### src/hw/rtl/sfra_ram.sv
// ---------------------------------------------------------------------------
// sfra_ram
// generic simple dual-port ram, one write port, registered read
// ---------------------------------------------------------------------------
module sfra_ram #(
  parameter int WIDTH = 32,
  parameter int DEPTH = 64
) (
  input  logic                     clk,
  input  logic                     we,
  input  logic [$clog2(DEPTH)-1:0] waddr,
  input  logic [WIDTH-1:0]         wdata,
  input  logic [$clog2(DEPTH)-1:0] raddr,
  output logic [WIDTH-1:0]         rdata
);

  logic [WIDTH-1:0] mem [DEPTH];

  always_ff @(posedge clk) begin
    if (we) begin
      mem[waddr] <= wdata;
    end
    rdata <= mem[raddr];
  end

endmodule

### config.mk
export PLATFORM = sky130hd
export DESIGN_NAME = sfra_ram
export DESIGN_NICKNAME = d
export VERILOG_FILES = /design/src/hw/rtl/sfra_ram.sv
export SDC_FILE = /design/constraint.sdc
export NUM_CORES = 2
export LEC_CHECK = 0
export ABC_CLOCK_PERIOD_IN_PS = 9100
export BUFFER_PORTS_ARGS = -buffer_cell sky130_fd_sc_hd__buf_2
export CAP_MARGIN = 20
export CORE_UTILIZATION = 35
export DETAILED_ROUTE_END_ITERATION = 7
export MAX_ROUTING_LAYER = met4
export SYNTH_ARGS = -nofsm -noshare
export SYNTH_HDL_FRONTEND = slang
export SYNTH_SLANG_ARGS = --single-unit
### constraint.sdc
create_clock -name clk -period 9.1 [get_ports clk]
set_input_delay 1.82 -clock clk [delete_from_list [all_inputs] [get_ports clk]]
set_output_delay 1.82 -clock clk [all_outputs]
set_load 0.01 [all_outputs]
======== Word level (Yosys, flattened, before mapping) ========
Memories as Yosys holds them, arrays and structs flattened. A register that Yosys moved wholly into a read port is not among the register bits.
Index checks and enable logic that the tools add are counted.
storage, ports and cells
  bits in registers ....................... 0
  bits in latches ......................... 0
  bits in writable memories ............... 2048
  memory bits (read-only) ................. 0
  input port bits ......................... 46
  output and inout port bits .............. 32
  logic and storage cells ................. 3
  memories kept ........................... 1
memories
  memory  words  width  rd ports  clocked after Yosys merged registers in  write ports  line  RTL
  mem     64     32     1         1                                        1            17    logic [WIDTH-1:0] mem [DEPTH];
operators by class
  add/sub/neg operators ................... 0
  multipliers ............................. 0
  div/mod/pow operators ................... 0
  $lt $le $gt $ge ......................... 0
  eq/ne operators ......................... 0
  shift-type cells ........................ 0
  muxes and demuxes ....................... 2
  bitwise gates (word level) .............. 0
  reductions and logical operators ........ 0
operator list
  cell              number
  1-bit 2-to-1 mux  2

======== Depth between registers and ports, before layout ========
  depth in word-level cells ............... 2
  mapped depth ............................ 10
  gate-level depth less buffers ........... 5

======== Worst setup path before layout ========
Ideal clock, no wire load.
  path kind ............................... input to register
  from .................................... input port waddr[3]
  to ...................................... memory mem[48][0], enable pin
  library setup time ...................... 0.461 ns
  arrival ................................. 4.519 ns
  data required time ...................... 8.639 ns
  path slack .............................. 4.120 ns
  stages .................................. 4
  buffers on the path ..................... 1
  cells stage by stage .................... clkbuf_1 > nor2b_1 > nand4b_1 > nor3_1
RTL lines
  element      line  RTL
  from (decl)  11    input logic [$clog2(DEPTH)-1:0] waddr,
  to (decl)    17
No word-level cell before the write port.

==> metrics <==
core area=around 220,000 µm²; cts hold-fix bufs=0; clk sinks=roughly 2,100; Ys Warns=0; Fin. Hold Viols=0; crit path launch type=input pin; CTS buffer count=slightly above 200; Synth Area in XOR/XNOR=0%; R2R Path End=rdata[27]$_DFF_P_; largest family of logic cells by synthesized area=multiplexers; vias in the first global route=approximately 37,000; setup tns final=0 ns; crit path kind=input pin to flop; Filler Cells Inserted=between 15,000 and 20,000; worst hold slack=0.7538 ns; initial antenna violation count=14; complex-gate fraction of the synthesized area=1.673%; root buf cell=clkbuf_16; routability cong.=~0.8; first-pass GRT wire length=approximately 300,000 µm; Post-Syn Instances=about 3,300; Post-Route WL=roughly 210,000 µm; RSZ-0062 raised after global routing=false; largest net degree at the start of global routing=roughly 110; Post-Synth Adder-Cell Area=0%; number of buffers added on ports=77; DR WL/cell=around 31 µm; H-tree depth=4; total track usage=about a fifth; commonest non-fill, non-tap cell in the layout=edfxtp_1; Final Power=a little over 20 mW; total number of vias=around 37,000; Setup WS post-layout=around 4.6 ns; global route overflow=0; Slew @ Worst Pin=1.320 ns; post-synthesis sequential area ratio=79.14%; Worst Hold Launch=mem[12][20]$_DFFE_PP_; R2R cell count=4; Post-CTS Resized=0; Seq cells post-synth=around 2,100; CTS tree=built; FF-to-FF setup slack=6.47 ns; clk slew on worst S/H paths=around 0.06 ns; PwrDens=~220 nW/µm²; Peak Freq=about 220 MHz; syn avg cell area=about 24 µm²; Synth Net Count=~3,400; leakage power=approximately 28 nW; leading cell types in the layout, fill and taps excluded=edfxtp_1 (2,048), mux4_2 (544), clkbuf_16 (211); post-synthesis cell area=~79,000 µm²; layout overhead on the synthesized area=15.25%; multiplexer area fraction after synthesis=between 15 and 20%; Residual DRC=0; Rows=173; DIE AREA=between 200,000 and 250,000 µm²; antenna viol nets, final=0; CP Max Fanout=90; Total Nets Final=~3,600; Post-Synth Simple-Gate Area=under 10%; Initial Util=between 30% and 40%; DP Worst Slack=3.710 ns; clk_skew=roughly 0.032 ns; final worst path period share=between 40% and 50%; initial drt markers=4,751; post-synthesis cell type count=34; CTS Buffer Depth=3; CP endpoint kind=flop; worst hold stages=4; io pins=between 70 and 80; DR vias/cell=between 5 and 6; Critical Path RT=between 9 and 10 ns; layout cells sized above 1=30.61%; worst hold path type=flop to flop; Setup Fix Bufs, Post-CTS=0; Final Critical Period=between 4 and 5 ns; Slew HR=between 10 and 15%; RR Startpoint=mem[15][27]$_DFFE_PP_; die width=around 480 µm; WHS Endpoint=rdata[20]$_DFF_P_; worst vdd ir=between 0.15 and 0.2 mV; max-cap viol count=0; Die Span Y=roughly 480 µm; DPL Wire Length=roughly 110,000 µm; Final Max Tran Viols=0; CP Data Arrival Time=about 5.2 ns; final setup violation count=0; Clock Latency Late Sink=between 0.8 and 0.9 ns; run status=finished, final reports clean; drt pass-1 iters=5
## per-stage QoR
stage          util, %  cells  area, µm²
3_5_place_dp     37.44   6319      83310
3_3_place_gp     37.41   6315      83250
5_1_grt          40.66   6725      90480
4_1_cts          40.55   6707      90220
2_1_floorplan        -   3324      78520
6_report         40.66   6728      90490
## synth_stat cells, drive strengths merged
master | n | area (µm²)
a311oi | 8 | 70.07
nor2 | 137 | 514.2
and3 | 4 | 25.02
clkbuf | 74 | 277.8
nand3b | 5 | 37.54
a41o | 4 | 40.04
and2 | 2 | 12.51
mux2i | 93 | 930.9
nand2b | 8 | 50.05
o221ai | 27 | 236.5
or3 | 3 | 18.77
a21oi | 62 | 310.3
mux4 | 544 | 12250
a22oi | 12 | 90.09
nand4b | 1 | 8.760
or3b | 5 | 43.80
o22ai | 84 | 525.5
buf | 108 | 608.1
dfxtp | 32 | 640.6
nor3 | 7 | 35.03
or2 | 3 | 18.78
nor2b | 15 | 93.84
nand2 | 26 | 97.59
o32ai | 4 | 35.03
edfxtp | 2048 | 61500
nand3 | 5 | 25.02
nand4 | 2 | 12.51
a31oi | 1 | 6.260
## routing by layer
| layer | global-route usage [%] | part of all wire [%] | vias up |
|---|---|---|---|
| met5 | - | 0 | - |
| met4 | 5.903 | 3.0 | 0 |
| met3 | 3.159 | 7.7 | 274 |
| met2 | 29.69 | 48 | 1673 |
| met1 | 25.75 | 41 | 20520 |
| li1 | - | - | 14790 |
## kinds of logic after synthesis
family | count (synthesis)
flip-flops | 2080
buffers and inverters | 182
AO/OA/AOI/OAI | 202
multiplexers | 637
AND/OR/NAND/NOR | 223
## layout make-up
type                       instances  area, µm²  share of cell area (%)
sequential                      2080      62140                   68.67
multi-input combinational       1062      15970                   17.65
clock buffer                     259       5590                   6.178
tap                             2975       3722                   4.114
timing repair buffer             214       1719                   1.900
clock inverter                   129       1325                   1.464
antenna                            9      22.52                 0.02489
## state kept, by name, indices dropped and copies added, names as in the netlist
name	flops
mem	2048
rdata	32
## worst max-delay path: stages
cell and delay (ns):
buf_8 0.43, buf_12 0.58, mux4_2 0.61, mux4_2 0.58
o22ai_1 0.73, nor2_1 0.11
## power breakdown
group	switching [mW]	total (mW)	internal (mW)
combinational	0.645	1.00	0.360
clock	3.65	8.66	5.01
sequential	0.0466	10.7	10.6
## worst max-delay path by stage
stage,start,to,depth (start not counted)
after floorplan,waddr[3],mem[48][0]$_DFFE_PP_,4
after global placement,raddr[0],rdata[21]$_DFF_P_,6
after detailed placement,raddr[0],rdata[14]$_DFF_P_,6
after CTS,raddr[0],rdata[14]$_DFF_P_,6
after global routing,raddr[0],rdata[27]$_DFF_P_,6
final,raddr[0],rdata[14]$_DFF_P_,6
No activity file was read; power rests on OpenSTA's default activity.
