==> config.mk <==
export PLATFORM = sky130hd
export DESIGN_NAME = sfra_match
export DESIGN_NICKNAME = d
export VERILOG_FILES = /design/src/hw/rtl/sfra_pkg.sv /design/src/hw/rtl/sfra_match.sv
export SDC_FILE = /design/constraint.sdc
export NUM_CORES = 1
export LEC_CHECK = 0
export BUFFER_PORTS_ARGS = -buffer_cell sky130_fd_sc_hd__buf_2
export CORE_MARGIN = 2
export CORE_UTILIZATION = 30
export DETAILED_ROUTE_END_ITERATION = 7
export PLACE_DENSITY = 0.53
export SLEW_MARGIN = 20
export SYNTH_ARGS = -nofsm -noshare
export SYNTH_HDL_FRONTEND = slang
export SYNTH_SLANG_ARGS = --single-unit
==> constraint.sdc <==
create_clock -name vclk -period 8.8
set_input_delay 2.64 -clock vclk [all_inputs]
set_output_delay 2.64 -clock vclk [all_outputs]
set_load 0.01 [all_outputs]
==> src/hw/rtl/sfra_pkg.sv <==
// ---------------------------------------------------------------------------
// sfra_pkg
// shared types, field widths and helpers of the segregated-fit range allocator
// ---------------------------------------------------------------------------
package sfra_pkg;

  localparam int ADDR_FIELD_W = 48;
  localparam int LEN_FIELD_W  = 49;
  localparam int STAMP_W      = 32;
  // widest page count over the supported page sizes
  localparam int CNT_MAX_W    = 41;
  localparam int CLS_W        = 6;

  localparam int TABLE_ENTRIES_DEF = 64;
  localparam int PAGE_BITS_DEF     = 12;
  localparam int ADDRESS_BITS_DEF  = 48;

  typedef enum logic [1:0] {
    CMD_ADD    = 2'd0,
    CMD_ALLOC  = 2'd1,
    CMD_FREE   = 2'd2,
    CMD_RESIZE = 2'd3
  } cmd_t;

  typedef enum logic [1:0] {
    ST_OK      = 2'd0,
    ST_NO_FIT  = 2'd1,
    ST_FULL    = 2'd2,
    ST_BAD     = 2'd3
  } status_t;

  typedef struct packed {
    cmd_t                    cmd;
    logic [ADDR_FIELD_W-1:0] address;
    logic [ADDR_FIELD_W-1:0] end_address;
    logic [LEN_FIELD_W-1:0]  length;
    logic [LEN_FIELD_W-1:0]  new_length;
  } req_t;

  typedef struct packed {
    status_t                 status;
    logic [ADDR_FIELD_W-1:0] result_address;
  } rsp_t;

  // per-entry match results of the compare unit
  typedef struct packed {
    logic empty;
    logic at_alloc;
    logic ends_at;
    logic starts_at;
    logic overlaps;
    logic free_live;
    logic newer;
  } hit_t;

  // floor log2, zero for zero
  function automatic logic [CLS_W-1:0] class_of(input logic [CNT_MAX_W-1:0] n);
    logic [CLS_W-1:0] c;
    c = '0;
    for (int i = 1; i < CNT_MAX_W; i++) begin
      if (n[i]) c = CLS_W'(i);
    end
    return c;
  endfunction

endpackage

==> src/hw/rtl/sfra_match.sv <==
// ---------------------------------------------------------------------------
// sfra_match
// shared compare unit: checks one table entry against the request keys
// ---------------------------------------------------------------------------
module sfra_match #(
  parameter int SPW = 36,
  parameter int CW  = 37,
  parameter int EW  = 38
) (
  input  logic                          live,
  input  logic                          is_free,
  input  logic [SPW-1:0]                ent_start,
  input  logic [CW-1:0]                 ent_cnt,
  input  logic [sfra_pkg::STAMP_W-1:0]  ent_stamp,
  input  logic [SPW-1:0]                key_start,
  input  logic [EW-1:0]                 key_end,
  input  logic [EW-1:0]                 key_next,
  input  logic [sfra_pkg::CLS_W-1:0]    ord,
  input  logic [CW-1:0]                 min_pages,
  input  logic [sfra_pkg::STAMP_W-1:0]  age,
  input  logic                          best_found,
  input  logic [sfra_pkg::STAMP_W-1:0]  best_dist,
  output sfra_pkg::hit_t                hit,
  output logic [sfra_pkg::CLS_W-1:0]    ent_class,
  output logic [sfra_pkg::STAMP_W-1:0]  age_gap
);
  import sfra_pkg::*;

  logic [EW-1:0] ent_end;

  assign ent_end   = EW'(ent_start) + EW'(ent_cnt);
  assign ent_class = class_of(CNT_MAX_W'(ent_cnt));
  assign age_gap   = age - ent_stamp;

  always_comb begin
    hit.empty     = !live;
    hit.at_alloc  = live && !is_free && (ent_start == key_start);
    hit.ends_at   = live && is_free && (ent_end == key_end);
    hit.starts_at = live && is_free && (EW'(ent_start) == key_next);
    hit.overlaps  = live && (EW'(ent_start) < key_next) && (key_end < ent_end);
    hit.free_live = live && is_free;
    hit.newer     = live && is_free && (ent_class == ord) && (ent_cnt >= min_pages) &&
                    (!best_found || (age_gap < best_dist));
  end

endmodule

-- Word-level counts from Yosys, hierarchy flattened
Index checks and enable logic that the tools add are counted.
- bits in registers: 0
- logic and storage cells: 60
- add/sub/neg operators: 2
- order comparisons: 4
- eq/ne operators: 4
- muxes and demuxes: 36
- reduce and logical (&&, ||, !) cells: 14
- operator list (cell ; count):
    6-bit two-way mux ; 35
    36-bit by 37-bit adder with 38-bit output ; 1
    36-bit by 38-bit == test with 1-bit output ; 1
    38-bit == test ; 1
    36-bit by 38-bit less-than comparator with 1-bit output ; 1
    38-bit less-than comparator ; 1
    37-bit >= comparator ; 1
    36-bit == test ; 1
    32-bit less-than comparator ; 1
    32-bit subtractor ; 1
    1-bit logical AND ; 10
    6-bit == test ; 1
    1-bit zero test ; 3
    1-bit logical OR ; 1
    1-bit two-way mux ; 1

-- Depth between registers and ports, before layout
Gate-level depths: netlist of the first run.
- word-level depth: 40
- gate-level depth with buffers: 21

-- Worst setup path before layout of the first run
OpenSTA, ideal clock, no wires.
- kind: in2out
- start point: input ent_stamp[14] in the netlist's numbering
- end point: output hit[0] in the netlist's numbering
- data arrival time: 6.465 ns
- required time: 6.160 ns
- setup slack: -0.305 ns
- stages: 19
- path through: inv_1 > ha_1 > buf_6 > and3_4 > a221o_1 > o31ai_2 > nor3b_4 > a211oi_1 > o21ai_0 > xnor2_1 > ha_1 > a21o_1 > a21o_1 > a21oi_1 > o21ai_0 > a2111oi_0 > and4b_1 > o2111ai_1 > a211oi_1
- RTL lines (element ; line ; RTL):
    start: declaration ; sfra_match.sv:14 ; input logic [sfra_pkg::STAMP_W-1:0] ent_stamp,
    end: declaration ; sfra_match.sv:23 ; output sfra_pkg::hit_t hit,

==> flow_summary.json, run 1 <==
{
  "synth_nets": 1672,
  "grt_max_degree": 14,
  "min_period_ns": 9.20,
  "rsz0062_at_grt": "yes",
  "syn_to_final_growth_pct": 59.2,
  "yosys_warnings": 0,
  "drive_gt1_share_pct": 42.3,
  "cts_hold_buf": 0,
  "p_leak_nw": 7.05,
  "drtIter0Drc": 443,
  "power.density_mw_per_mm2": 73.5,
  "fin_nets": 2236,
  "grt_pass1_wl_mm": 51.0,
  "cp.arrival_ns": 6.56,
  "violations": "negative setup slack",
  "regArea_sq_um": 0,
  "switching_power_uw": 481,
  "die_x_um": 168,
  "period_share_pct": 105,
  "num_vias": 10300,
  "fillers": 2716,
  "fp.dieH_um": 168,
  "grt_pass1_vias": 10000,
  "internal_power_uw": 468,
  "slowest_stage": "or4b_4",
  "max_freq_ghz": 0.109,
  "ys_seq_area_share_pct": 0,
  "fin_hold_ws_ns": 5.64,
  "n_clock_buffer": 0,
  "dieArea_sq_mm": 0.0284,
  "worstPathCellList": "buf_2 -> inv_4 -> ha_4 -> nor2b_4 -> o31a_1 -> o221a_4 -> o31ai_4 -> a211oi_2 -> o21ai_2 -> or4b_4 -> o311ai_4 -> ha_4 -> a21oi_2 -> o21ai_2 -> a2111oi_2 -> and4b_1 -> o2111ai_2 -> a211oi_2 -> buf_2",
  "ios": 372,
  "seqPwrFrac_pct": 0,
  "hold_viol_final": 0,
  "worstMarginPinSlew_ns": 0.919,
  "totalWireLength_mm": 34.5,
  "synth_area_per_cell_sq_um": 7.15,
  "path_class": "input port to output port",
  "ys_types": 71,
  "max-cap-violations": 0,
  "grtUsageTotal_pct": 22.5,
  "place.gp.congestion": 0.941,
  "end_kind": "output port",
  "overflow": 0,
  "swShare_pct": 50.7,
  "startpoint_type": "input port",
  "antenna_found_initial": 7,
  "p_clk_share_pct": 0,
  "cp.required_ns": 6.16,
  "final_cell_mix": "buf_2 (357), buf_4 (206), ha_1 (176), inv_1 (163), a21o_1 (81)",
  "mostFrequentLayoutCell": "buf_2",
  "finalSetupViolCount": 2,
  "outcome": "finished with violations",
  "multi_input_area_sq_mm": 0.00832,
  "hp-class": "input port to output port",
  "layout_setup_ws_ns": -0.399,
  "io_buffer_count": 372,
  "netlist_area_sq_mm": 0.00811,
  "max_stage_delay_ns": 0.49,
  "drv_slew": 0,
  "hold-path-cell-count": 4,
  "relSlewSlack_pct": 37.2,
  "drc": 0,
  "core_area_sq_mm": 0.0267,
  "final_antenna_net_count": 0,
  "dr.pass1.iters": 5,
  "viasPerCell": 5.06,
  "flops_and_latches": 0,
  "hpwl_mm": 30.9,
  "syn_inst": 1134,
  "rows": 60,
  "avgRoutedWirePerCell_um": 16.9,
  "start_util_pct": 30.3,
  "worstPathMaxFanout": 4,
  "ir_drop_v": 0.0000444,
  "p_comb_share_pct": 100.0,
  "dp_slack_ns": -0.592
}
final timing paths:
| path | from | end | slack, ns |
|---|---|---|---|
| max | ent_stamp[1] | hit[0] | -0.40 |
| min | is_free | hit[5] | 5.64 |
kinds of logic after synthesis:
logic type / synth area share, %
compound gates: 29.6
xor+xnor: 10.3
fa+ha+maj: 32.8
buf+inv: 8.55
mux: 0.123
simple gates: 18.7
synth_stat cells, types with 3 or more instances:
library cell  count  area [sq um]
a31oi_1           8          50.1
a2111oi_0         5          43.8
and4_1            5          43.8
o2111ai_1         3          26.3
a21oi_1          94           470
a21boi_0          9          67.6
xor2_1           61           534
nand2b_1         11          68.8
nand3b_1          4          30.0
and2_1            7          43.8
o21ai_0          55           275
nand2_1          48           180
or3_1             3          18.8
and3_1           11          68.8
or2_2             3          18.8
nor2_1           62           233
o21a_1           16           120
o21bai_1          8          60.1
nand4_1          33           206
a211o_1           5          43.8
nand3_1          25           125
nor4_1           27           169
a211oi_1         14           105
a21o_1           81           608
o31ai_1           6          45.0
o31a_1            4          35.0
nor2b_1           7          43.8
clkbuf_1         12          45.0
xnor2_1          34           298
or4_1            10          75.1
a311oi_1          4          35.0
o22ai_1           3          18.8
o221a_2           3          33.8
nor3_1           20           100
o211ai_1         16           120
inv_1           167           627
ha_1            209          2620
repair_timing:
item	in CTS	in global routing
setup buffers	6	10
hold endpoints to repair	0	0
pin swaps	54	73
setup endpoints to repair	3	3
resized for setup	72	93
critical path: cells and delay by family:
kind	cells	cell delay, ns
AOI/OAI and AO/OA	11	2.23
and+or+nand+nor	3	0.87
adders and majority gates	2	0.46
buffers and inverters	3	0.36
layer usage:
layer  up-vias  GRT usage [%]  part of all wire [%]
li1       5308              -                     -
met1      4669           29.9                    46
met2       303           39.2                    47
met3        41           2.96                   5.1
met4         2           4.27                   1.8
met5         -              0                 0.035
layout make-up:
| type | instances | share of cell area [%] |
|---|---|---|
| antenna | 4 | 0.0776 |
| inverter | 167 | 4.94 |
| multi-input combinational | 952 | 64.5 |
| tap | 341 | 3.31 |
| timing repair buffer | 577 | 27.2 |
power groups by stage:
stage	Combinational [mW]	Clock [mW]	Sequential [mW]
floorplan	0.483	0	0
detailed placement	0.849	0	0
global route	1.05	0.0000000305	0
global placement	0.842	0	0
finish	0.949	0.0000000609	0
CTS	0.891	0	0
metrics by stage:
stage	cells	cell area (sq um)	utilization (%)	setup TNS, ns	total power, mW
after floorplan	1134	8260	-	-0.0517	0.483
after global placement	2022	11900	44.6	-1.37	0.842
after detailed placement	2022	11900	44.6	-1.43	0.849
after CTS	2028	12300	46.0	-0.581	0.891
after global routing	2039	12900	48.3	-0.979	1.05
final	2041	12900	48.3	-0.502	0.949
Power figures use the tool's default switching activity.
==> run 2: changes to the inputs <==
- clock period: 8.8 -> 8.45 ns (I/O delays scaled with it)
==> flow_summary.json, run 2 (synthesized netlist as in run 1, its figures left out) <==
{
  "outcome": "finished with violations",
  "violations": "negative setup slack",
  "antenna_found_initial": 4,
  "io_buffer_count": 372,
  "use_met3_pct": 2.26,
  "n_clock_buffer": 0,
  "grt_busiest_layer": "met2",
  "place.gp.congestion": 0.923,
  "place_inst": 2027,
  "finalCoreUtilization_pct": 46.4,
  "avgRoutedWirePerCell_um": 16.8,
  "hpwl_mm": 31.2,
  "syn_to_final_growth_pct": 53.0,
  "totalWireLength_mm": 34.4,
  "final_antenna_net_count": 0,
  "fp.dieH_um": 168,
  "hp-class": "input port to output port",
  "grtUsageTotal_pct": 22.7,
  "worstPathCellList": "buf_2 -> inv_1 -> ha_4 -> and3_4 -> a221o_1 -> o31ai_2 -> nor3b_4 -> a211oi_2 -> o21ai_2 -> or4b_4 -> o311ai_4 -> ha_1 -> nand2_1 -> nor3_1 -> a21boi_1 -> o2111ai_1 -> and4b_1 -> o2111ai_2 -> a211oi_2 -> buf_2",
  "critPathBufInv": 3,
  "grt_pass1_vias": 9965,
  "use_met1_pct": 30.8,
  "slowest_stage": "or4b_4",
  "core_area_sq_mm": 0.0267,
  "met2_usage_pct": 39.6,
  "grt_pass1_wl_mm": 51.5,
  "cts_hold_buf": 0,
  "detailed_place.area_sq_mm": 0.0119,
  "regArea_sq_um": 0,
  "min_from": "live",
  "ios": 372,
  "final_cell_mix": "buf_2 (368), buf_4 (205), ha_1 (193), inv_1 (163), a21oi_1 (82)",
  "max-cap-violations": 0,
  "end_kind": "output port",
  "layout_setup_ws_ns": -0.532,
  "min_period_ns": 8.98,
  "p_leak_nw": 6.99,
  "startpoint_type": "input port",
  "drive_gt1_share_pct": 39.5,
  "overflow": 0,
  "worstPathMaxFanout": 3,
  "hold-path-cell-count": 3,
  "min_to": "hit[6]",
  "start_util_pct": 30.3,
  "post-route-cell-area_sq_mm": 0.0124,
  "max_stage_delay_ns": 0.49,
  "grt_max_degree": 14,
  "cp.required_ns": 5.92,
  "dr.pass1.iters": 5,
  "worstMarginPinSlew_ns": 0.966,
  "drtIter0Drc": 508,
  "period_share_pct": 106,
  "relSlewSlack_pct": 33.9,
  "mostFrequentLayoutCell": "buf_2",
  "rsz0062_at_grt": "yes",
  "max_freq_ghz": 0.111,
  "die_x_um": 168,
  "power.density_mw_per_mm2": 76.4,
  "cp.arrival_ns": 6.45,
  "rows": 60,
  "fin_nets": 2235,
  "hold_viol_final": 0,
  "flops_and_latches": 0,
  "dieArea_sq_mm": 0.0284,
  "ir_drop_v": 0.0000358,
  "num_vias": 10400,
  "cp_top_family": "compound AO/OA/AOI/OAI gates",
  "finalSetupViolCount": 3,
  "drv_slew": 0,
  "viasPerCell": 5.08,
  "drc": 0,
  "fin_hold_ws_ns": 5.41,
  "path_class": "input port to output port",
  "fin_cells": 2039
}
## run 2: cell count changes in the layout (fill, tap and decap cells not counted), sizes merged
cell | previous run | this run
buf | 577 | 576
diode | 4 | 3
## run 2: metrics by stage
step                      total power, mW  setup slack (ns)  TNS (ns)
after floorplan                     0.503            -0.192    -0.192
after global placement              0.888            -0.718     -1.82
after detailed placement            0.895            -0.771     -1.93
after CTS                           0.933            -0.596    -0.919
after global routing                 1.05            -0.743     -1.53
final                               0.948            -0.532    -0.958
## run 2: area by class of cell
cell class,count,area (sq um)
fillers,2802,14300
multi-input cells,952,7930
repair buffers,576,3410
inverters,167,632
well taps,341,427
diodes,3,7.51
## run 2: worst max-delay path by stage
stage	slack, ns	startpoint	to	cells past startpoint
floorplan	-0.19	age[14]	hit[0]	17
global placement	-0.72	age[0]	hit[0]	23
detailed placement	-0.77	age[0]	hit[0]	22
CTS	-0.60	ent_stamp[1]	hit[0]	19
global route	-0.74	ent_stamp[15]	hit[0]	20
finish	-0.53	ent_stamp[15]	hit[0]	20
## run 2: layer usage
metal / share of wire [%] / wire [um]
met5: 0.032 / 11
met4: 2.0 / 686
met3: 5.2 / 1780
met2: 47 / 16200
met1: 46 / 15700
## run 2: power by group
group          switching [mW]  internal [mW]
combinational           0.484          0.464
clock                       0   0.0000000475
sequential                  0              0
total                   0.484          0.464
## run 2: timing repair
action                                  CTS  global route
resized for setup                        54            23
endpoints found under the setup margin    3             3
pin swaps                                48            22
buffers inserted                          6             3
==> run 3: changes to the inputs <==
==> constraint.sdc (replaced) <==
create_clock -name vclk -period 8.45
set_input_delay 2.535 -clock vclk [all_inputs]
set_output_delay 2.535 -clock vclk [all_outputs]
set_load 0.05 [all_outputs]
==> flow_summary.json, run 3 (synthesized netlist as in run 1, its figures left out) <==
{
  "drive_gt1_share_pct": 41.4,
  "power.density_mw_per_mm2": 85.6,
  "max-cap-violations": 0,
  "worstPathCellList": "buf_2 -> inv_1 -> ha_2 -> inv_1 -> fa_2 -> a211oi_2 -> o21ai_2 -> a211o_1 -> nand2_2 -> o21ai_2 -> buf_4 -> a21oi_1 -> a31oi_1 -> xor2_2 -> ha_1 -> a21o_1 -> a21oi_2 -> o21ai_1 -> a2111oi_2 -> and4b_1 -> o2111ai_2 -> a211oi_4 -> buf_6",
  "p_leak_nw": 7.18,
  "fin_hold_ws_ns": 5.49,
  "avgRoutedWirePerCell_um": 17.0,
  "fillers": 2770,
  "core_area_sq_mm": 0.0267,
  "cp.required_ns": 5.92,
  "worstPathMaxFanout": 3,
  "path_class": "input port to output port",
  "hp-class": "input port to output port",
  "detailed_place.area_sq_mm": 0.0124,
  "mostFrequentLayoutCell": "buf_2",
  "grt_pass1_vias": 10600,
  "drc": 0,
  "fin_nets": 2265,
  "met1Wirelength_mm": 15.1,
  "highest-signal-layer": "met5",
  "grt_max_degree": 14,
  "wl_met2_mm": 17.9,
  "drv_slew": 0,
  "syn_to_final_growth_pct": 58.4,
  "dieArea_sq_mm": 0.0284,
  "slowest_stage": "fa_2",
  "drtIter0Drc": 320,
  "finalSetupViolCount": 3,
  "layout_setup_ws_ns": -0.700,
  "rows": 60,
  "grt_pass1_wl_mm": 54.2,
  "ios": 372,
  "io_buffer_count": 372,
  "multi_input_area_sq_mm": 0.00812,
  "place_inst": 2058,
  "worstMarginPinSlew_ns": 0.733,
  "end_kind": "output port",
  "post-route-cell-area_sq_mm": 0.0128,
  "die_x_um": 168,
  "violations": "negative setup slack",
  "period_share_pct": 108,
  "overflow": 0,
  "max_stage_delay_ns": 0.36,
  "min_period_ns": 9.15,
  "place.gp.congestion": 0.940,
  "relSlewSlack_pct": 50.7,
  "final_antenna_net_count": 0,
  "hold_viol_final": 0,
  "outcome": "finished with violations",
  "critPathBufInv": 5,
  "regArea_sq_um": 0,
  "num_vias": 10400,
  "cp.arrival_ns": 6.61,
  "totalWireLength_mm": 35.2,
  "viasPerCell": 5.04,
  "hpwl_mm": 32.4,
  "dr_wl_met3_mm": 1.55,
  "grtUsageTotal_pct": 23.9,
  "cp_top_family": "compound AO/OA/AOI/OAI gates",
  "rsz0062_at_grt": "yes",
  "max_freq_ghz": 0.109,
  "startpoint_type": "input port",
  "cts_hold_buf": 0,
  "final_cell_mix": "buf_2 (368), buf_4 (234), ha_1 (188), inv_1 (166), a21o_1 (81)",
  "flops_and_latches": 0,
  "ir_drop_v": 0.0000761,
  "fin_cells": 2074,
  "start_util_pct": 30.3,
  "n_clock_buffer": 0,
  "antenna_found_initial": 13,
  "dr.pass1.iters": 5,
  "fp.dieH_um": 168
}
run 3: repair_timing:
item                                    4_1_cts  5_1_grt
pin swaps                                    34       20
resized for setup                            56       20
setup buffers                                 6        2
endpoints found under the setup margin        3        3
hold endpoints to repair                      0        0
run 3: area by class of cell:
| cell class | count | share of cell area [%] |
|---|---|---|
| Timing Repair Buffer | 606 | 28.4 |
| Tap cell | 341 | 3.32 |
| Inverter | 167 | 4.88 |
| Antenna cell | 8 | 0.156 |
| Multi-Input combinational cell | 952 | 63.3 |
run 3: worst paths after layout:
kind	from	to	slack, ns	cells past startpoint
worst max-delay path	age[0]	hit[0]	-0.70	23
worst min-delay path	is_free	hit[5]	5.49	4
run 3: per-layer routing:
metal / track usage, % / vias up
li1: - / 5360
met1: 29.0 / 4766
met2: 45.8 / 269
met3: 2.21 / 38
met4: 3.94 / 10
met5: 0 / -
run 3: through the flow:
stage	total power, mW	setup TNS [ns]	util [%]	setup slack (ns)
final	1.10	-1.26	48.0	-0.700
after floorplan	0.633	-0.840	-	-0.680
after global routing	1.21	-1.99	48.0	-0.993
after CTS	1.08	-1.49	47.5	-0.817
after global placement	1.04	-2.14	46.3	-0.917
after detailed placement	1.05	-2.30	46.3	-1.00
run 3: power breakdown:
part	internal (mW)	switching, mW
sequential	0	0
combinational	0.493	0.606
clock	0.000000127	0
total	0.493	0.606
